==> src/rtl/gbn_pkg.sv <==
// Shared constants and types of the go-back-N window endpoint.
package gbn_pkg;

   localparam int SEQ_BITS_DEF     = 3;
   localparam int PAYLOAD_BITS_DEF = 32;
   localparam int QUEUE_DEPTH      = 2;

   typedef enum logic [1:0] {
      EV_NEW     = 2'd0,
      EV_FRAME   = 2'd1,
      EV_CKERR   = 2'd2,
      EV_TIMEOUT = 2'd3
   } ev_kind_type;

   typedef enum logic [1:0] {
      RSP_SEND   = 2'd0,
      RSP_DELIV  = 2'd1,
      RSP_STOP   = 2'd2,
      RSP_STATUS = 2'd3
   } rsp_kind_type;

   typedef struct packed {
      logic valid;
   } ev_hs_type;

endpackage

==> src/rtl/gbn_front.sv <==
// Event intake: accepts request beats, merges the payload fields and queues events.
module gbn_front #(
   parameter int SEQ_BITS     = gbn_pkg::SEQ_BITS_DEF,
   parameter int PAYLOAD_BITS = gbn_pkg::PAYLOAD_BITS_DEF
) (
   input  logic                     clock,
   input  logic                     reset,
   input  logic                     req_tvalid,
   output logic                     req_tready,
   input  gbn_pkg::ev_kind_type     req_kind,
   input  logic [PAYLOAD_BITS-1:0]  req_packet_in,
   input  logic [SEQ_BITS-1:0]      req_rx_seq,
   input  logic [SEQ_BITS-1:0]      req_rx_ack,
   input  logic [PAYLOAD_BITS-1:0]  req_rx_info,
   input  logic                     ev_pop,
   output logic                     ev_valid,
   output gbn_pkg::ev_kind_type     ev_kind,
   output logic [SEQ_BITS-1:0]      ev_seq,
   output logic [SEQ_BITS-1:0]      ev_ack,
   output logic [PAYLOAD_BITS-1:0]  ev_payload
);

   localparam int EV_W  = 2 + 2 * SEQ_BITS + PAYLOAD_BITS;
   localparam int PTR_W = $clog2(gbn_pkg::QUEUE_DEPTH);

   logic [EV_W-1:0]  q_ff [gbn_pkg::QUEUE_DEPTH];
   logic [PTR_W-1:0] wr_ptr_ff, wr_ptr_in;
   logic [PTR_W-1:0] rd_ptr_ff, rd_ptr_in;
   logic [PTR_W:0]   count_ff, count_in;
   logic             push;
   logic [PAYLOAD_BITS-1:0] merged;
   logic [EV_W-1:0]  head;

   // only a new packet carries the network-layer payload, every other kind the frame's
   assign merged     = (req_kind == gbn_pkg::EV_NEW) ? req_packet_in : req_rx_info;
   assign req_tready = (count_ff != (PTR_W + 1)'(gbn_pkg::QUEUE_DEPTH));
   assign push       = req_tvalid && req_tready;

   assign head       = q_ff[rd_ptr_ff];
   assign ev_valid   = (count_ff != '0);
   assign ev_kind    = gbn_pkg::ev_kind_type'(head[EV_W-1 -: 2]);
   assign ev_seq     = head[PAYLOAD_BITS + 2 * SEQ_BITS - 1 -: SEQ_BITS];
   assign ev_ack     = head[PAYLOAD_BITS + SEQ_BITS - 1 -: SEQ_BITS];
   assign ev_payload = head[PAYLOAD_BITS-1:0];

   always_comb begin
      wr_ptr_in = wr_ptr_ff + (push ? PTR_W'(1) : PTR_W'(0));
      rd_ptr_in = rd_ptr_ff + (ev_pop ? PTR_W'(1) : PTR_W'(0));
      count_in  = count_ff;
      if (push && !ev_pop) begin
         count_in = count_ff + 1'b1;
      end else if (!push && ev_pop) begin
         count_in = count_ff - 1'b1;
      end
   end

   always_ff @(posedge clock) begin
      if (reset) begin
         wr_ptr_ff <= '0;
         rd_ptr_ff <= '0;
         count_ff  <= '0;
      end else begin
         wr_ptr_ff <= wr_ptr_in;
         rd_ptr_ff <= rd_ptr_in;
         count_ff  <= count_in;
      end
   end

   always_ff @(posedge clock) begin
      if (push) begin
         q_ff[wr_ptr_ff] <= {req_kind, req_rx_seq, req_rx_ack, merged};
      end
   end

endmodule

==> src/rtl/gbn_engine.sv <==
// Window sequencer: owns the window state and send store and emits result beats.
module gbn_engine #(
   parameter int SEQ_BITS     = gbn_pkg::SEQ_BITS_DEF,
   parameter int PAYLOAD_BITS = gbn_pkg::PAYLOAD_BITS_DEF
) (
   input  logic                     clock,
   input  logic                     reset,
   input  gbn_pkg::ev_hs_type       ev_hs_in,
   output logic                     ev_pop,
   input  gbn_pkg::ev_kind_type     ev_kind,
   input  logic [SEQ_BITS-1:0]      ev_seq,
   input  logic [SEQ_BITS-1:0]      ev_ack,
   input  logic [PAYLOAD_BITS-1:0]  ev_payload,
   input  logic                     rsp_tready,
   output logic                     rsp_valid,
   output gbn_pkg::rsp_kind_type    rsp_kind,
   output logic [SEQ_BITS-1:0]      rsp_seq,
   output logic [SEQ_BITS-1:0]      rsp_ack,
   output logic [PAYLOAD_BITS-1:0]  rsp_payload,
   output logic                     rsp_net_enable,
   output logic                     rsp_dropped,
   output logic                     rsp_last
);

   localparam int DEPTH = 1 << SEQ_BITS;
   localparam logic [SEQ_BITS-1:0] MAX_SEQ = '1;
   localparam logic [SEQ_BITS-1:0] ONE     = SEQ_BITS'(1);

   typedef enum logic [5:0] {
      ST_IDLE   = 6'b000001,
      ST_SEND   = 6'b000010,
      ST_DELIV  = 6'b000100,
      ST_STOP   = 6'b001000,
      ST_RESEND = 6'b010000,
      ST_STATUS = 6'b100000
   } eng_state_type;

   eng_state_type state_ff, state_in;
   logic [SEQ_BITS-1:0] next_send_ff, next_send_in;
   logic [SEQ_BITS-1:0] oldest_ff, oldest_in;
   logic [SEQ_BITS-1:0] expected_ff, expected_in;
   logic [SEQ_BITS-1:0] outstanding_ff, outstanding_in;
   logic [SEQ_BITS-1:0] ptr_ff, ptr_in;
   logic [SEQ_BITS-1:0] cnt_ff, cnt_in;
   logic [SEQ_BITS-1:0] rack_ff, rack_in;
   logic [PAYLOAD_BITS-1:0] info_ff, info_in;
   logic drop_ff, drop_in;

   logic [PAYLOAD_BITS-1:0] store [DEPTH];
   logic [PAYLOAD_BITS-1:0] rd_data_ff;
   logic store_we;

   logic rsp_valid_ff;
   gbn_pkg::rsp_kind_type rsp_kind_ff, e_kind;
   logic [SEQ_BITS-1:0] rsp_seq_ff, rsp_ack_ff, e_seq, e_ack;
   logic [PAYLOAD_BITS-1:0] rsp_payload_ff, e_payload;
   logic rsp_en_ff, rsp_drop_ff, rsp_last_ff, e_en, e_drop, e_last;
   logic emit, emit_ok;
   logic [SEQ_BITS-1:0] ack_val;
   logic acked;

   // b lies in [a, c) in circular order
   function automatic logic in_window(input logic [SEQ_BITS-1:0] a,
                                      input logic [SEQ_BITS-1:0] b,
                                      input logic [SEQ_BITS-1:0] c);
      return ((a <= b) && (b < c)) || ((c < a) && (a <= b)) || ((b < c) && (c < a));
   endfunction

   assign emit_ok = !rsp_valid_ff || rsp_tready;
   assign ack_val = expected_ff + MAX_SEQ;
   assign acked   = (outstanding_ff != '0) && in_window(oldest_ff, rack_ff, next_send_ff);

   always_comb begin
      state_in       = state_ff;
      next_send_in   = next_send_ff;
      oldest_in      = oldest_ff;
      expected_in    = expected_ff;
      outstanding_in = outstanding_ff;
      ptr_in         = ptr_ff;
      cnt_in         = cnt_ff;
      rack_in        = rack_ff;
      info_in        = info_ff;
      drop_in        = drop_ff;
      store_we       = 1'b0;
      ev_pop         = 1'b0;
      emit           = 1'b0;
      e_kind         = gbn_pkg::RSP_STATUS;
      e_seq          = '0;
      e_ack          = '0;
      e_payload      = '0;
      e_en           = 1'b0;
      e_drop         = 1'b0;
      e_last         = 1'b0;
      unique case (state_ff)
         ST_IDLE: begin
            if (ev_hs_in.valid) begin
               ev_pop  = 1'b1;
               info_in = ev_payload;
               rack_in = ev_ack;
               drop_in = 1'b0;
               unique case (ev_kind)
                  gbn_pkg::EV_NEW: begin
                     if (outstanding_ff == MAX_SEQ) begin
                        drop_in  = 1'b1;
                        state_in = ST_STATUS;
                     end else begin
                        store_we       = 1'b1;
                        ptr_in         = next_send_ff;
                        next_send_in   = next_send_ff + ONE;
                        outstanding_in = outstanding_ff + ONE;
                        state_in       = ST_SEND;
                     end
                  end
                  gbn_pkg::EV_FRAME: begin
                     if (ev_seq == expected_ff) begin
                        expected_in = expected_ff + ONE;
                        state_in    = ST_DELIV;
                     end else begin
                        state_in = ST_STOP;
                     end
                  end
                  gbn_pkg::EV_CKERR: begin
                     state_in = ST_STATUS;
                  end
                  gbn_pkg::EV_TIMEOUT: begin
                     if (outstanding_ff != '0) begin
                        ptr_in   = oldest_ff;
                        cnt_in   = outstanding_ff;
                        state_in = ST_RESEND;
                     end else begin
                        state_in = ST_STATUS;
                     end
                  end
                  default: state_in = ST_STATUS;
               endcase
            end
         end
         ST_SEND: begin
            if (emit_ok) begin
               emit      = 1'b1;
               e_kind    = gbn_pkg::RSP_SEND;
               e_seq     = ptr_ff;
               e_ack     = ack_val;
               e_payload = info_ff;
               state_in  = ST_STATUS;
            end
         end
         ST_DELIV: begin
            if (emit_ok) begin
               emit      = 1'b1;
               e_kind    = gbn_pkg::RSP_DELIV;
               e_payload = info_ff;
               state_in  = ST_STOP;
            end
         end
         ST_STOP: begin
            if (!acked) begin
               state_in = ST_STATUS;
            end else if (emit_ok) begin
               emit           = 1'b1;
               e_kind         = gbn_pkg::RSP_STOP;
               e_seq          = oldest_ff;
               oldest_in      = oldest_ff + ONE;
               outstanding_in = outstanding_ff - ONE;
            end
         end
         ST_RESEND: begin
            if (emit_ok) begin
               emit      = 1'b1;
               e_kind    = gbn_pkg::RSP_SEND;
               e_seq     = ptr_ff;
               e_ack     = ack_val;
               e_payload = rd_data_ff;
               ptr_in    = ptr_ff + ONE;
               cnt_in    = cnt_ff - ONE;
               if (cnt_ff == ONE) begin
                  state_in = ST_STATUS;
               end
            end
         end
         ST_STATUS: begin
            if (emit_ok) begin
               emit     = 1'b1;
               e_kind   = gbn_pkg::RSP_STATUS;
               e_en     = (outstanding_ff != MAX_SEQ);
               e_drop   = drop_ff;
               e_last   = 1'b1;
               state_in = ST_IDLE;
            end
         end
         default: state_in = ST_IDLE;
      endcase
   end

   always_ff @(posedge clock) begin
      if (reset) begin
         state_ff       <= ST_IDLE;
         next_send_ff   <= '0;
         oldest_ff      <= '0;
         expected_ff    <= '0;
         outstanding_ff <= '0;
         cnt_ff         <= '0;
         drop_ff        <= 1'b0;
         rsp_valid_ff   <= 1'b0;
      end else begin
         state_ff       <= state_in;
         next_send_ff   <= next_send_in;
         oldest_ff      <= oldest_in;
         expected_ff    <= expected_in;
         outstanding_ff <= outstanding_in;
         cnt_ff         <= cnt_in;
         drop_ff        <= drop_in;
         if (emit) begin
            rsp_valid_ff <= 1'b1;
         end else if (rsp_tready) begin
            rsp_valid_ff <= 1'b0;
         end
      end
   end

   always_ff @(posedge clock) begin
      ptr_ff  <= ptr_in;
      rack_ff <= rack_in;
      info_ff <= info_in;
      if (emit) begin
         rsp_kind_ff    <= e_kind;
         rsp_seq_ff     <= e_seq;
         rsp_ack_ff     <= e_ack;
         rsp_payload_ff <= e_payload;
         rsp_en_ff      <= e_en;
         rsp_drop_ff    <= e_drop;
         rsp_last_ff    <= e_last;
      end
   end

   // read port follows the next pointer; rd_data_ff holds pre-write store[ptr_ff]
   always_ff @(posedge clock) begin
      if (store_we) begin
         store[next_send_ff] <= ev_payload;
      end
      rd_data_ff <= store[ptr_in];
   end

   assign rsp_valid      = rsp_valid_ff;
   assign rsp_kind       = rsp_kind_ff;
   assign rsp_seq        = rsp_seq_ff;
   assign rsp_ack        = rsp_ack_ff;
   assign rsp_payload    = rsp_payload_ff;
   assign rsp_net_enable = rsp_en_ff;
   assign rsp_dropped    = rsp_drop_ff;
   assign rsp_last       = rsp_last_ff;

`ifndef SYNTHESIS
   logic [SEQ_BITS-1:0] window_end;
   assign window_end = oldest_ff + outstanding_ff;

   a_window_sum: assert property (@(posedge clock) disable iff (reset)
      next_send_ff == window_end)
      else $error("window bounds and outstanding count disagree");

   a_no_overwrite: assert property (@(posedge clock) disable iff (reset)
      emit |-> (!rsp_valid_ff || rsp_tready))
      else $error("result beat overwritten before it was taken");

   a_pop_idle: assert property (@(posedge clock) disable iff (reset)
      ev_pop |-> (ev_hs_in.valid && state_ff == ST_IDLE))
      else $error("event popped outside idle or from an empty queue");

   a_resend_count: assert property (@(posedge clock) disable iff (reset)
      (state_ff == ST_RESEND) |-> (cnt_ff != '0))
      else $error("resend walk with nothing left to send");

   a_status_last: assert property (@(posedge clock) disable iff (reset)
      (emit && state_ff == ST_STATUS) |=> (rsp_valid_ff && rsp_last_ff))
      else $error("status beat not marked last");
`endif

endmodule

==> src/rtl/go_back_n_sliding_window.sv <==
// Top level of the go-back-N sliding-window endpoint.
//
//   channel  direction  tdata (low bit up)                          tuser     tlast
//   req      in         packet_in, rx_seq, rx_ack, rx_info, pad     kind      -
//   rsp      out        seq_out, ack_out, payload_out, net_enable,  out_kind  last
//                       dropped, pad
//
// An event leaves the queue in the idle state, then the window-walk sequencer in gbn_engine
// emits its result beats, stalling while the output is held; a frame arrival adds a
// closing window check.
// Reset clears the window counters, queue and output register; the send store
// comes up unknown and needs no clearing pass.
// The event queue holds two events, so intake runs on while the output is stalled until it fills.
module go_back_n_sliding_window #(
   parameter int SEQ_BITS     = gbn_pkg::SEQ_BITS_DEF,
   parameter int PAYLOAD_BITS = gbn_pkg::PAYLOAD_BITS_DEF,
   localparam int REQ_W = ((2 * PAYLOAD_BITS + 2 * SEQ_BITS + 7) / 8) * 8,
   localparam int RSP_W = ((PAYLOAD_BITS + 2 * SEQ_BITS + 2 + 7) / 8) * 8
) (
   input  logic             clock,
   input  logic             reset,
   input  logic             req_tvalid,
   output logic             req_tready,
   input  logic [REQ_W-1:0] req_tdata,   // packet_in, rx_seq, rx_ack, rx_info, zero pad
   input  logic [1:0]       req_tuser,   // kind
   output logic             rsp_tvalid,
   input  logic             rsp_tready,
   output logic [RSP_W-1:0] rsp_tdata,   // seq_out, ack_out, payload_out, net_enable,
                                         // dropped, zero pad
   output logic [1:0]       rsp_tuser,   // out_kind
   output logic             rsp_tlast
);

   gbn_pkg::ev_kind_type    ev_kind;
   gbn_pkg::ev_hs_type      ev_hs;
   gbn_pkg::rsp_kind_type   rsp_kind;
   logic                    ev_valid, ev_pop;
   logic [SEQ_BITS-1:0]     ev_seq, ev_ack, rsp_seq, rsp_ack;
   logic [PAYLOAD_BITS-1:0] ev_payload, rsp_payload;
   logic                    rsp_net_enable, rsp_dropped;

   gbn_front #(
      .SEQ_BITS     (SEQ_BITS),
      .PAYLOAD_BITS (PAYLOAD_BITS)
   ) u_front (
      .clock         (clock),
      .reset         (reset),
      .req_tvalid    (req_tvalid),
      .req_tready    (req_tready),
      .req_kind      (gbn_pkg::ev_kind_type'(req_tuser)),
      .req_packet_in (req_tdata[PAYLOAD_BITS-1:0]),
      .req_rx_seq    (req_tdata[PAYLOAD_BITS +: SEQ_BITS]),
      .req_rx_ack    (req_tdata[PAYLOAD_BITS + SEQ_BITS +: SEQ_BITS]),
      .req_rx_info   (req_tdata[PAYLOAD_BITS + 2 * SEQ_BITS +: PAYLOAD_BITS]),
      .ev_pop        (ev_pop),
      .ev_valid      (ev_valid),
      .ev_kind       (ev_kind),
      .ev_seq        (ev_seq),
      .ev_ack        (ev_ack),
      .ev_payload    (ev_payload)
   );

   assign ev_hs.valid = ev_valid;

   gbn_engine #(
      .SEQ_BITS     (SEQ_BITS),
      .PAYLOAD_BITS (PAYLOAD_BITS)
   ) u_engine (
      .clock          (clock),
      .reset          (reset),
      .ev_hs_in       (ev_hs),
      .ev_pop         (ev_pop),
      .ev_kind        (ev_kind),
      .ev_seq         (ev_seq),
      .ev_ack         (ev_ack),
      .ev_payload     (ev_payload),
      .rsp_tready     (rsp_tready),
      .rsp_valid      (rsp_tvalid),
      .rsp_kind       (rsp_kind),
      .rsp_seq        (rsp_seq),
      .rsp_ack        (rsp_ack),
      .rsp_payload    (rsp_payload),
      .rsp_net_enable (rsp_net_enable),
      .rsp_dropped    (rsp_dropped),
      .rsp_last       (rsp_tlast)
   );

   assign rsp_tdata = RSP_W'({rsp_dropped, rsp_net_enable, rsp_payload, rsp_ack, rsp_seq});
   assign rsp_tuser = rsp_kind;

endmodule

==> config.mk <==
export PLATFORM = sky130hd
export DESIGN_NAME = go_back_n_sliding_window
export DESIGN_NICKNAME = d
export VERILOG_FILES = /design/src/rtl/gbn_pkg.sv /design/src/rtl/gbn_front.sv /design/src/rtl/gbn_engine.sv /design/src/rtl/go_back_n_sliding_window.sv
export SDC_FILE = /design/constraint.sdc
export NUM_CORES = 1
export LEC_CHECK = 0
export BUFFER_PORTS_ARGS = -buffer_cell sky130_fd_sc_hd__buf_2
export CAP_MARGIN = 10
export CORE_ASPECT_RATIO = 0.8
export CORE_UTILIZATION = 55
export CTS_CLUSTER_SIZE = 10
export DETAILED_ROUTE_END_ITERATION = 8
export PLACE_DENSITY_LB_ADDON = 0.1
export SKIP_LAST_GASP = 1
export SYNTH_ARGS = -nofsm -noshare
export SYNTH_HDL_FRONTEND = slang
export SYNTH_SLANG_ARGS = --single-unit
==> constraint.sdc <==
create_clock -name clock -period 7.15 [get_ports clock]
set_input_delay 1.43 -clock clock [delete_from_list [all_inputs] [get_ports clock]]
set_output_delay 1.43 -clock clock [all_outputs]
set_load 0.01 [all_outputs]
Yosys cells after proc, flatten, opt, wreduce, memory -nomap -nowiden. Memory sizes are Yosys's and may differ from the RTL's. A register that Yosys moved wholly into a read port is not among the register bits. Cells that the tools add are included.

Memories kept: 2. Flip-flop bits (word level): 108. Bits of input ports: 78. Output and inout port bits: 45. RAM bits: 336.

Memories: u_engine.store (words 8, width 32, rd ports 1, clocked after Yosys merged registers in 1, write ports 1, RTL line gbn_engine.sv:49) `logic [PAYLOAD_BITS-1:0] store [DEPTH];`; u_front.q_ff (words 2, width 40, rd ports 1, clocked after Yosys merged registers in 1, write ports 1, RTL line gbn_front.sv:26) `logic [EV_W-1:0] q_ff [gbn_pkg::QUEUE_DEPTH];`.

Bitwise logic cells: 1. Reduce and logical (&&, ||, !) cells: 33. Equality and inequality tests: 27. Order comparisons: 3. $add $sub $neg: 12. Mux-type cells: 63.

Operators by type and width (count): $mux 32 (3); $pmux 32 s2 (1); $mux 6 (9); $mux 3 (16); $pmux 6 s6 (1); $pmux 3 s2 (5); $pmux 6 s4 (1); $mux 1 (19); $ne 2x1->1 const B (8); $add 3x1->3 const B (5); $ne 2x2->1 const B (6); $mux 2 (5); $reduce_bool 2->1 (5); $reduce_and 4->1 (2); $logic_and 1x1->1 (7); $reduce_and 7->1 (1); $eq 6x1->1 const B (1); $eq 6x2->1 const B (1); $eq 6x3->1 const B (1); $eq 6x4->1 const B (1); $eq 6x5->1 const B (1); $eq 6x6->1 const B (1); $lt 3x3->1 (2); $pmux 2 s3 (1); 25 further kinds (36).

Logic depth before layout (Yosys ltp). Gate-level depths: netlist (run 1).

Word-level depth: 8. Gate-level depth with buffers: 15.

Cells and area by module. Synthesis (run 1) repeated with hierarchy kept, for this count alone.

Cell total of the unflattened synthesis: 1238. Area total of the unflattened synthesis: 18615.4 µm².

By module, submodules not included: gbn_engine (area each 15125.8 µm², cells each 1054, seq. area each 11190.7 µm², times used 1); gbn_front (area each 3474.6 µm², cells each 182, seq. area each 2482.4 µm², times used 1); go_back_n_sliding_window (area each 15.0 µm², cells each 2, seq. area each 0.0 µm², times used 1).

Least setup slack after synthesis (run 1). OpenSTA, ideal clock, no wires.

Kind: reg-to-reg. From: register u_engine.state_ff[2]. To: memory u_engine.store[0][0] (netlist bit), enable pin. Library setup time: 503 ps. Stages on the path, launching flop included: 8. Slack: 881 ps. Buffers on the path: 2. Arrival: 5766 ps. Required time: 6647 ps. Period minus slack after synthesis: 6269 ps. Cells stage by stage: dfxtp_1 -> buf_6 -> or4_4 -> or3_1 -> buf_2 -> inv_1 -> nand3_1 -> nor4_1.

Longest elaborated chain between the ends: 4.

Ends and longest elaborated chain: start: declaration (RTL line gbn_engine.sv:38) `eng_state_type state_ff, state_in;`; start signal: assignment (RTL line gbn_engine.sv:206) `state_ff <= state_in;`; $eq 6x1->1 (RTL line gbn_engine.sv:94) `unique case (state_ff)`; $mux 1 (RTL line gbn_engine.sv:94); $mux 1 (RTL line gbn_engine.sv:238) `if (store_we) begin`; $mux 1 (not written as such) (RTL line gbn_engine.sv:239) `store[next_send_ff] <= ev_payload;`; end: declaration (RTL line gbn_engine.sv:49).

No other way between the ends.

==> results of run 1 <==
## worst reg2reg max path, cell delays in order, from the launching register on
cell	delay (ns)
dfxtp_2	0.75
mux2i_1	0.39
ha_1	0.37
nor4_4	0.38
a21oi_2	0.13
a221oi_2	0.47
nand2b_1	0.69
buf_4	0.50
a211oi_1	0.29
a211oi_2	0.07
## registers in the layout (all words and copies together), names as in the netlist, 6 cells and up
signal,cells
u_engine.rsp_payload,32
u_engine.rd_data_ff,32
u_engine.store,256
u_front.q_ff,80
u_engine.state_ff,6
u_engine.info_ff,32
## layer usage
metal	vias up	GRT usage [%]	wire [microns]
met5	-	0	0
met4	0	5.41	637
met3	53	3.23	1620
met2	217	33.2	16800
met1	4770	31.4	17500
li1	4581	-	-
## cells by family (layout without fill, tap and decap cells)
logic type      count (synthesis)  after routing  share of synthesized area (%)
buf+inv                        85            256                           2.38
mux                           172            172                           9.63
xor+xnor                       20             20                          0.934
fa+ha+maj                      24             24                           1.63
compound gates                181            181                           8.32
simple gates                  148            148                           4.17
flops                         476            476                           72.9
## final cells by class
cell class              instances  area, sq um
clock buffers                  86         1450
clock inverters                 1         20.0
fillers                      2402        12300
inverters                      25         93.8
multi-input cells             545         4720
flip-flops and latches        476        13700
well taps                     434          543
repair buffers                144          793
## layout by cell type (no fill, tap or decap), types with 5 or more instances in the layout
master	synthesis	routed
edfxtp_1	414	414
buf_2	9	120
mux2i_1	105	105
a22o_1	67	67
mux2_2	67	67
dfxtp_1	62	61
clkbuf_16	0	53
a211oi_1	36	36
nor2b_1	36	35
nor2_1	42	34
clkbuf_1	33	33
a211oi_2	30	30
nand2_1	23	23
buf_4	8	23
inv_1	23	22
ha_1	22	20
xnor2_1	15	15
a21oi_1	15	15
o21ai_0	8	8
nor3_1	12	7
nor2_4	0	7
nand2b_1	6	6
a21o_1	5	5
nand3_1	5	5
nor3_2	0	5
and2_1	5	5
xor2_1	5	5
## per-stage QoR
step / hold slack [ns] / total power, mW / instances / worst slack, ns / utilization (%)
after global placement: 0.441 / 5.22 / 1624 / 2.62 / 59.1
after detailed placement: 0.448 / 5.26 / 1624 / 2.56 / 59.1
after CTS: 0.453 / 7.61 / 1711 / 2.85 / 63.5
final: 0.451 / 7.54 / 1711 / 2.95 / 63.5
after floorplan: 0.432 / 4.82 / 1106 / 0.881 / -
after global routing: 0.467 / 7.87 / 1711 / 2.72 / 63.5
## path summary, 6_finish.rpt
| kind | start | end | cells past startpoint |
|---|---|---|---|
| max | u_front.rd_ptr_ff | u_engine.rd_data_ff[15] | 9 |
| min | u_engine.drop_ff | u_engine.drop_ff | 2 |
| max reg2reg | u_front.rd_ptr_ff | u_engine.rd_data_ff[15] | 9 |
| min reg2reg | u_engine.drop_ff | u_engine.drop_ff | 2 |
## power by group through the flow
| stage | logic, mW | clock network [mW] | registers, mW |
|---|---|---|---|
| 2_1_floorplan | 1.07 | 0 | 3.75 |
| 3_3_place_gp | 1.43 | 0 | 3.79 |
| 3_5_place_dp | 1.45 | 0 | 3.80 |
| 4_1_cts | 1.46 | 2.41 | 3.75 |
| 5_1_grt | 1.57 | 2.52 | 3.77 |
| 6_report | 1.43 | 2.36 | 3.74 |
==> qor.csv, run 1 <==
metric,value,unit
status,finished clean,
Async SR Flop Fraction,0,%
grt total ovfl,0,
pin count of the biggest net entering global routing,162,
Worst-Skew Late Latency,0.56,ns
worst hold path type,reg2reg,
post-synthesis sequential area ratio,72.9,%
RSZ-0062 raised after global routing,no,
Final period util,58.8,%
Port Buffers,120,
vias per cell,5.62,
cts bufs inserted,53,
first-pass GRT wire length,55800,microns
Mapped Nets,1207,
synthesis-stage register bit count,476,
1st-pass router iterations,5,
Synth area leader,edfxtp_1,
"Avg Cell Area, Syn",16.9,sq um
die area,34800,sq um
Hold Buf Count CTS,0,
routed via count,9621,
CTS tree,built,
CP Buf/Inv Count,1,
Die Span Y,167,microns
pwr dens,354,nW/um^2
clk_skew,0.0136,ns
GRT Total Usage,21.2,%
"Req. time, crit path",7.54,ns
Final Max Slew Viols,0,
synth cell count leaders,"edfxtp_1 (414), mux2i_1 (105), a22o_1 (67), mux2_2 (67), dfxtp_1 (62)",
final WL,36600,microns
FP Rows,60,
endpoints failing setup,0,
initial antenna violation count,0,
DRC viols,0,
Critical Path AT,4.59,ns
Post-DRT Antenna Nets,0,
"Distinct cells, synth",58,
Synth area leaders,"edfxtp_1 (66%), dfxtp_1 (6.6%), mux2i_1 (5.6%)",
Die Width,208,microns
Yosys top cell area share,66.3,%
IO Pins,123,
dominant synthesized flop cell,edfxtp_1,
switching share of power,27.1,%
CTS resizes,0,
Reg power frac,49.7,%
Area Overhead vs Synth,13.6,%
sw power,2.04,mW
Clock Power Share,31.3,%
hpwl dp,19400,microns
peak supply drop,0.000190,V
logic gate share of total power,19.0,%
Critical Path Sink Type,flop,
Placeable Area,33600,sq um
crit-path cells,mux2i_1 > ha_1 > nor4_4 > a21oi_2 > a221oi_2 > nand2b_1 > buf_4 > a211oi_1 > a211oi_2,
Starting Density,55.9,%
Clock Sinks,476,
CTS max path bufs,3,
wire per inst,21.4,microns
Synth warnings,0,
nets,1346,
CP Max Fanout,18,
largest delay contributor family on the critical path,simple AND/OR/NAND/NOR gates,
P_leak,7.81,nW
Setup crit start kind,flop,
Clock transition at path regs,0.06,ns
CTS HTree Levels,2,
Final Hold Vio Count,0,
synthesized instance count,1106,
R2R setup slack,2.95,ns
Post-synth EDFFs,414,
"Setup Fix Bufs, Post-CTS",0,
crit path max-delay cell type,dfxtp_2,
post-route cell area,21300,sq um
Mapped Area,18700,sq um
setup TNS,0,ns
Crit Path Class,reg2reg,
DP Area,19800,sq um
share of layout cells above drive strength 1,25.1,%
Fmax,238,MHz
Rel. slew slack,26.5,%
"slowest stage delay, CP",0.75,ns
Maximum Capacitance Violations,0,
ANT cells,0,
vias in the first global route,9485,
P_int,5.50,mW
Iteration-0 DRC Markers,562,
most common cell in the netlist,edfxtp_1,
Slew @ Worst Pin,1.10,ns
Final GP Congestion,0.833,
clk root buf,clkbuf_16,
Tmin final,4.20,ns
Note: power is estimated with default switching activity, not from simulation.
==> run 2, diff against run 1 <==
ABC_AREA = 1   (was default)
clock period = 3.6 ns   (was 7.15 ns; I/O delays follow)
==> qor.csv, run 2 <==
metric,value,unit,change
Hold Crit Endpoint,u_front.q_ff[1][36],,was u_engine.drop_ff
CTS resizes,0,,unchanged
Clock transition at path regs,0.06,ns,about the same
Hold Path Stages,1,,was 2
"Avg Cell Area, Syn",11.0,sq um,was 16.9 sq um
r2r worst-path depth,14,,was 9
routed via count,13352,,was 9621
Final Max Slew Viols,0,,unchanged
Slew @ Worst Pin,0.910,ns,was 1.10 ns
final std cells w/o fill,2493,,was 1711
post-synthesis sequential area ratio,67.4,%,was 72.9%
ANT cells,0,,unchanged
Reg area,13700,sq um,about the same
cts bufs inserted,53,,unchanged
GRT Total Usage,24.6,%,was 21.2%
Synth area leader,edfxtp_1,,unchanged
CTS max path bufs,3,,unchanged
Async SR Flop Fraction,0,%,unchanged
Die Width,217,microns,was 208 microns
most frequent cells in the layout,"nand2_1 (419), edfxtp_1 (414), nand3_1 (319)",,"was edfxtp_1 (414), buf_2 (120), mux2i_1 (105)"
Cells after DPL,2396,,was 1624
1st-pass router iterations,5,,unchanged
R2R setup slack,0.62,ns,was 2.95 ns
Post-DRT Antenna Nets,0,,unchanged
Iteration-0 DRC Markers,1133,,was 562
"Distinct cells, synth",38,,was 58
pwr dens,748,nW/um^2,was 354 nW/um^2
Port Buffers,120,,unchanged
hpwl dp,25700,microns,was 19400 microns
most common cell in the netlist,nand2_1,,was edfxtp_1
Mapped Nets,1945,,was 1207
pre-CTS WS,0.632,ns,was 2.56 ns
endpoints failing setup,0,,unchanged
synthesized instance count,1844,,was 1106
"commonest non-fill, non-tap cell in the layout",nand2_1,,was edfxtp_1
Clock Sinks,476,,unchanged
Setup crit start kind,flop,,unchanged
CP Max Fanout,24,,was 18
Top reg by flops,u_engine.store,,unchanged
wire per inst,18.1,microns,was 21.4 microns
die area,37700,sq um,was 34800 sq um
Rel. slew slack,39.2,%,was 26.5%
clk root buf,clkbuf_16,,unchanged
FP Rows,62,,was 60
DRC viols,0,,unchanged
final WL,45200,microns,was 36600 microns
Synth warnings,0,,unchanged
clk_skew,0.0164,ns,was 0.0136 ns
synthesis-stage register bit count,476,,unchanged
Synth area leaders,"edfxtp_1 (61%), nand3_1 (7.9%), nand2_1 (7.8%)",,"was edfxtp_1 (66%), dfxtp_1 (6.6%), mux2i_1 (5.6%)"
"Req. time, crit path",4.12,ns,was 7.54 ns
nets,2072,,was 1346
Tmin final,2.98,ns,was 4.20 ns
area of the multi-input gates,5060,sq um,was 4720 sq um
Final GP Congestion,0.870,,was 0.833
pin count of the biggest net entering global routing,113,,was 162
Worst-Skew Late Latency,0.58,ns,was 0.56 ns
RSZ-0062 raised after global routing,no,,unchanged
Die Span Y,174,microns,was 167 microns
dominant synthesized flop cell,edfxtp_1,,unchanged
CTS tree,built,,unchanged
share of layout cells above drive strength 1,14.5,%,was 25.1%
HP Start,req_tdata[33],,was u_engine.drop_ff
IO Pins,123,,unchanged
"Setup Fix Bufs, Post-CTS",0,,unchanged
top flop regs,"u_engine.store (256), u_front.q_ff (80)",,unchanged
fillers,2801,,was 2402
Fmax,336,MHz,was 238 MHz
Crit Reg-Reg Startpoint,u_front.rd_ptr_ff,,unchanged
Placeable Area,36100,sq um,was 33600 sq um
worst reg2reg endpoint,u_engine.rd_data_ff[11],,was u_engine.rd_data_ff[15]
status,finished clean,,unchanged
Yosys top cell area share,61.3,%,was 66.3%
Hold Buf Count CTS,0,,unchanged
vias in the first global route,12874,,was 9485
initial antenna violation count,0,,unchanged
DP Area,21600,sq um,was 19800 sq um
Maximum Capacitance Violations,0,,unchanged
final worst slack,0.621,ns,was 2.95 ns
Final Hold Vio Count,0,,unchanged
post-route cell area,23200,sq um,was 21300 sq um
Area Overhead vs Synth,14.3,%,was 13.6%
P_leak,9.80,nW,was 7.81 nW
max FFs per register,256,,unchanged
fin util,64.2,%,was 63.5%
first-pass GRT wire length,71000,microns,was 55800 microns
peak supply drop,0.000499,V,was 0.000190 V
Critical Path Sink Type,flop,,unchanged
grt total ovfl,0,,unchanged
CTS HTree Levels,2,,unchanged
synth cell count leaders,"nand2_1 (422), edfxtp_1 (414), nand3_1 (319)",,"was edfxtp_1 (414), mux2i_1 (105), a22o_1 (67), mux2_2 (67), dfxtp_1 (62)"
Post-synth EDFFs,414,,unchanged
Mapped Area,20300,sq um,was 18700 sq um
setup TNS,0,ns,unchanged
Critical Path AT,3.50,ns,was 4.59 ns
Final period util,82.7,%,was 58.8%
Crit Path Class,reg2reg,,unchanged
worst hold path type,in2reg,,was reg2reg
vias per cell,5.36,,was 5.62
Starting Density,56.2,%,was 55.9%
## run 2: cell types whose count changed after synthesis, sizes merged, moves of 36 or more
cell and change:
mux2i -105, a22o -67, nor2b -36, nand2 +403, nand3 +316, inv +286
a211oi -60, buf +39
## run 2: per-stage QoR
step / hold slack, ns / power [mW]
after detailed placement: 0.500 / 12.6
after floorplan: 0.470 / 11.0
final: 0.323 / 17.3
after global placement: 0.485 / 12.4
after global routing: 0.304 / 18.2
after CTS: 0.306 / 17.4
## run 2: power breakdown
part | internal, mW | switching, mW | leakage, nW
clock network | 2.80 | 2.06 | 0.733
logic | 1.34 | 3.50 | 4.77
registers | 7.39 | 0.240 | 4.29
## run 2: area by class of cell
cell class	instances	area share, %
Sequential cell	476	59.0
Clock buffer	94	6.48
Clock inverter	3	0.189
Inverter	311	5.04
Timing Repair Buffer	163	4.85
Multi-Input combinational cell	966	21.9
Tap cell	480	2.59
## run 2: worst max-delay path by stage
| stage | startpoint | to | slack (ns) |
|---|---|---|---|
| after floorplan | u_front.rd_ptr_ff | u_engine.store[0][0] | -0.97 |
| after global placement | u_front.rd_ptr_ff | u_engine.rd_data_ff[25] | 0.66 |
| after detailed placement | u_front.rd_ptr_ff | u_engine.rd_data_ff[11] | 0.63 |
| after CTS | u_front.rd_ptr_ff | u_engine.rd_data_ff[11] | 0.61 |
| after global routing | u_front.rd_ptr_ff | u_engine.rd_data_ff[3] | 0.39 |
| final | u_front.rd_ptr_ff | u_engine.rd_data_ff[11] | 0.62 |
## run 2: per-layer routing
layer / global-route usage [%] / wire (microns) / share of wire [%] / vias to the layer above
met5: 0 / 0 / 0 / -
li1: - / - / - / 6445
met2: 39.0 / 20700 / 46 / 457
met4: 6.98 / 928 / 2.1 / 0
met1: 35.6 / 20600 / 46 / 6371
met3: 3.58 / 2870 / 6.3 / 79
## run 2: cell families after synthesis
logic type,share of synthesized area (%)
AOI/OAI and AO/OA,3.35
xor gates and xnor gates,0.302
adders and majority gates,1.46
buffers and inverters,8.11
DFF,67.4
muxes,1.78
and+or+nand+nor,17.6
## run 2: worst max-delay path, stage by stage, from the launching register on
cell and delay, ns:
dfxtp_1 0.33, inv_1 0.14, or2_2 0.30, o21ai_0 0.09, buf_4 0.17, ha_1 0.27, nand4_1 0.20, nand3_1 0.18
nand2_2 0.07, nand2_1 0.12, a21o_1 0.14, a21o_1 0.48, buf_12 0.27, nand2_1 0.08, nand2_1 0.06
==> run 3, diff against run 2 <==
clock period = 3.05 ns   (was 3.6 ns; I/O delays follow)
==> qor.csv, run 3 (synthesized netlist as in run 2, its figures left out) <==
metric,value,unit,change
Area Overhead vs Synth,15.3,%,was 14.3%
CTS HTree Levels,2,,unchanged
Placeable Area,36100,sq um,unchanged
pre-CTS WS,0.0741,ns,was 0.632 ns
most frequent cells in the layout,"nand2_1 (419), edfxtp_1 (414), nand3_1 (319)",,unchanged
vias in the first global route,12903,,was 12874
largest delay contributor family on the critical path,simple AND/OR/NAND/NOR gates,,unchanged
"slowest stage delay, CP",0.41,ns,was 0.48 ns
WL met3,3510,microns,was 2870 microns
1st-pass router iterations,5,,unchanged
cell with the most instances on the worst path,nand2_1,,unchanged
cts bufs inserted,53,,unchanged
share of layout cells above drive strength 1,15.1,%,was 14.5%
Die Width,217,microns,unchanged
P_leak,9.88,nW,was 9.80 nW
nets,2081,,was 2072
top flop regs,"u_engine.store (256), u_front.q_ff (80)",,unchanged
die area,37700,sq um,unchanged
final WL,46800,microns,was 45200 microns
Iteration-0 DRC Markers,1199,,was 1133
pwr dens,887,nW/um^2,was 748 nW/um^2
endpoints failing setup,0,,unchanged
r2r worst-path depth,17,,was 14
Reg power frac,43.5,%,was 44.0%
P_int,13.8,mW,was 11.5 mW
ANT cells,0,,unchanged
routed via count,13634,,was 13352
peak supply drop,0.000500,V,was 0.000499 V
R2R setup slack,0.18,ns,was 0.62 ns
Clock transition at path regs,0.06,ns,about the same
CP Max Fanout,35,,was 24
GRT Total Usage,25.1,%,was 24.6%
CP Buf/Inv Count,3,,unchanged
hpwl dp,26200,microns,was 25700 microns
vias per cell,5.45,,was 5.36
wire per inst,18.7,microns,was 18.1 microns
Crit Reg-Reg Startpoint,u_front.rd_ptr_ff,,unchanged
grt total ovfl,0,,unchanged
sw power,6.99,mW,was 5.80 mW
"Setup Fix Bufs, Post-CTS",0,,unchanged
Clock Power Share,27.6,%,was 28.1%
fin util,64.8,%,was 64.2%
Crit Path Class,reg2reg,,unchanged
DRC viols,0,,unchanged
Hold Path Stages,1,,unchanged
Final Hold Vio Count,0,,unchanged
initial antenna violation count,0,,unchanged
top sig layer,met4,,unchanged
"commonest non-fill, non-tap cell in the layout",nand2_1,,unchanged
RSZ-0062 raised after global routing,no,,unchanged
M1 wire length,21300,microns,was 20600 microns
crit path max-delay cell type,dfxtp_2,,was a21o_1
Final period util,94.0,%,was 82.7%
Clock Sinks,476,,unchanged
Setup crit start kind,flop,,unchanged
clk root buf,clkbuf_16,,unchanged
worst reg2reg endpoint,u_engine.rd_data_ff[2],,was u_engine.rd_data_ff[11]
Final Max Slew Viols,0,,unchanged
worst hold path type,in2reg,,unchanged
FP Rows,62,,unchanged
Critical Path Sink Type,flop,,unchanged
CTS max path bufs,3,,unchanged
final worst slack,0.182,ns,was 0.621 ns
Hold Buf Count CTS,0,,unchanged
first-pass GRT wire length,72200,microns,was 71000 microns
Top reg by flops,u_engine.store,,unchanged
logic gate share of total power,28.9,%,was 27.9%
Port Buffers,120,,unchanged
"Req. time, crit path",3.56,ns,was 4.12 ns
Starting Density,56.2,%,unchanged
status,finished clean,,unchanged
clk_skew,0.0189,ns,was 0.0164 ns
Hold Crit Endpoint,u_front.q_ff[1][36],,unchanged
Die Span Y,174,microns,unchanged
worst hold slack,0.216,ns,was 0.323 ns
Tmin final,2.87,ns,was 2.98 ns
Rel. slew slack,22.2,%,was 39.2%
Maximum Capacitance Violations,0,,unchanged
pin count of the biggest net entering global routing,72,,was 113
Post-DRT Antenna Nets,0,,unchanged
Critical Path AT,3.38,ns,was 3.50 ns
switching share of power,33.7,%,was 33.5%
fillers,2721,,was 2801
Fmax,349,MHz,was 336 MHz
Worst-Skew Late Latency,0.58,ns,about the same
crit-path cells,inv_1 > or2_2 > o21ai_2 > inv_1 > ha_1 > nand3_1 > nand3_1 > nand2_2 > nand2_1 > nand2_4 > nand2_4 > clkbuf_16 > nand2_1 > nand3_1 > nand2_1 > nand2_1 > nand2_1,,was inv_1 > or2_2 > o21ai_0 > buf_4 > ha_1 > nand4_1 > nand3_1 > nand2_2 > nand2_1 > a21o_1 > a21o_1 > buf_12 > nand2_1 > nand2_1
routed wl met2,20900,microns,was 20700 microns
max FFs per register,256,,unchanged
Slew @ Worst Pin,1.17,ns,was 0.910 ns
CTS resizes,0,,unchanged
Final GP Congestion,0.867,,was 0.870
setup TNS,0,ns,unchanged
HP Start,req_tdata[33],,unchanged
IO Pins,123,,unchanged
CTS tree,built,,unchanged
==> run 3: changes by cell type in the layout (fill, tap and decap cells not counted), moves of 2 or more <==
cell / change
o21ai_2: +2
nor2_2: +2
nand2_4: +2
nor2_1: -2
o21ai_0: -2
nor3_2: -4
buf_12: +4
nor3_4: +4
nand2_2: -2
==> run 3: area by class of cell <==
cell class	count	area [sq um]	area share, %
Sequential cell	476	13700	58.5
Multi-Input combinational cell	967	5130	22.0
Clock buffer	93	1500	6.40
Timing Repair Buffer	171	1270	5.45
Inverter	311	1170	4.99
Tap cell	480	601	2.57
Clock inverter	2	38.8	0.166
==> run 3: power by group through the flow <==
stage	registers, mW	logic [mW]	clock network (mW)
after floorplan	9.12	3.85	0
after global placement	9.12	5.73	0
after detailed placement	9.16	5.86	0
after CTS	9.03	5.89	5.83
after global routing	9.10	6.66	6.07
final	9.03	6.00	5.72
==> run 3: how the worst max path moves through the flow <==
| stage | startpoint | to | slack [ns] | cells past startpoint |
|---|---|---|---|---|
| 4_1_cts | u_front.rd_ptr_ff | u_engine.rd_data_ff[16] | 0.009 | 16 |
| 3_3_place_gp | u_front.rd_ptr_ff | u_engine.rd_data_ff[15] | 0.13 | 16 |
| 6_report | u_front.rd_ptr_ff | u_engine.rd_data_ff[2] | 0.18 | 17 |
| 5_1_grt | u_front.rd_ptr_ff | u_engine.rd_data_ff[19] | 0.005 | 17 |
| 2_1_floorplan | u_front.rd_ptr_ff | u_engine.store[3][0] | 0.02 | 12 |
| 3_5_place_dp | u_front.rd_ptr_ff | u_engine.rd_data_ff[19] | 0.07 | 16 |
==> run 3: worst reg2reg max path: stages, from the launching register on <==
cell and delay, ns:
dfxtp_2 0.41, inv_1 0.09, or2_2 0.28, o21ai_2 0.17, inv_1 0.13, ha_1 0.27, nand3_1 0.12, nand3_1 0.12
nand2_2 0.10, nand2_1 0.11, nand2_4 0.22, nand2_4 0.15, clkbuf_16 0.26, nand2_1 0.11, nand3_1 0.08, nand2_1 0.08
nand2_1 0.04, nand2_1 0.06
==> run 3: metal layers <==
| metal | up-vias | global-route usage, % |
|---|---|---|
| met5 | - | 0 |
| met4 | 0 | 7.25 |
| met3 | 84 | 3.70 |
| met1 | 6568 | 37.4 |
| met2 | 523 | 38.5 |
| li1 | 6459 | - |
==> run 3: per-stage QoR <==
step	power, mW	cell area [sq um]	cells
global route	21.8	23400	2500
detailed placement	15.0	21800	2403
finish	20.8	23400	2500
CTS	20.7	23300	2498
floorplan	13.0	20400	1844
global placement	14.9	21800	2403
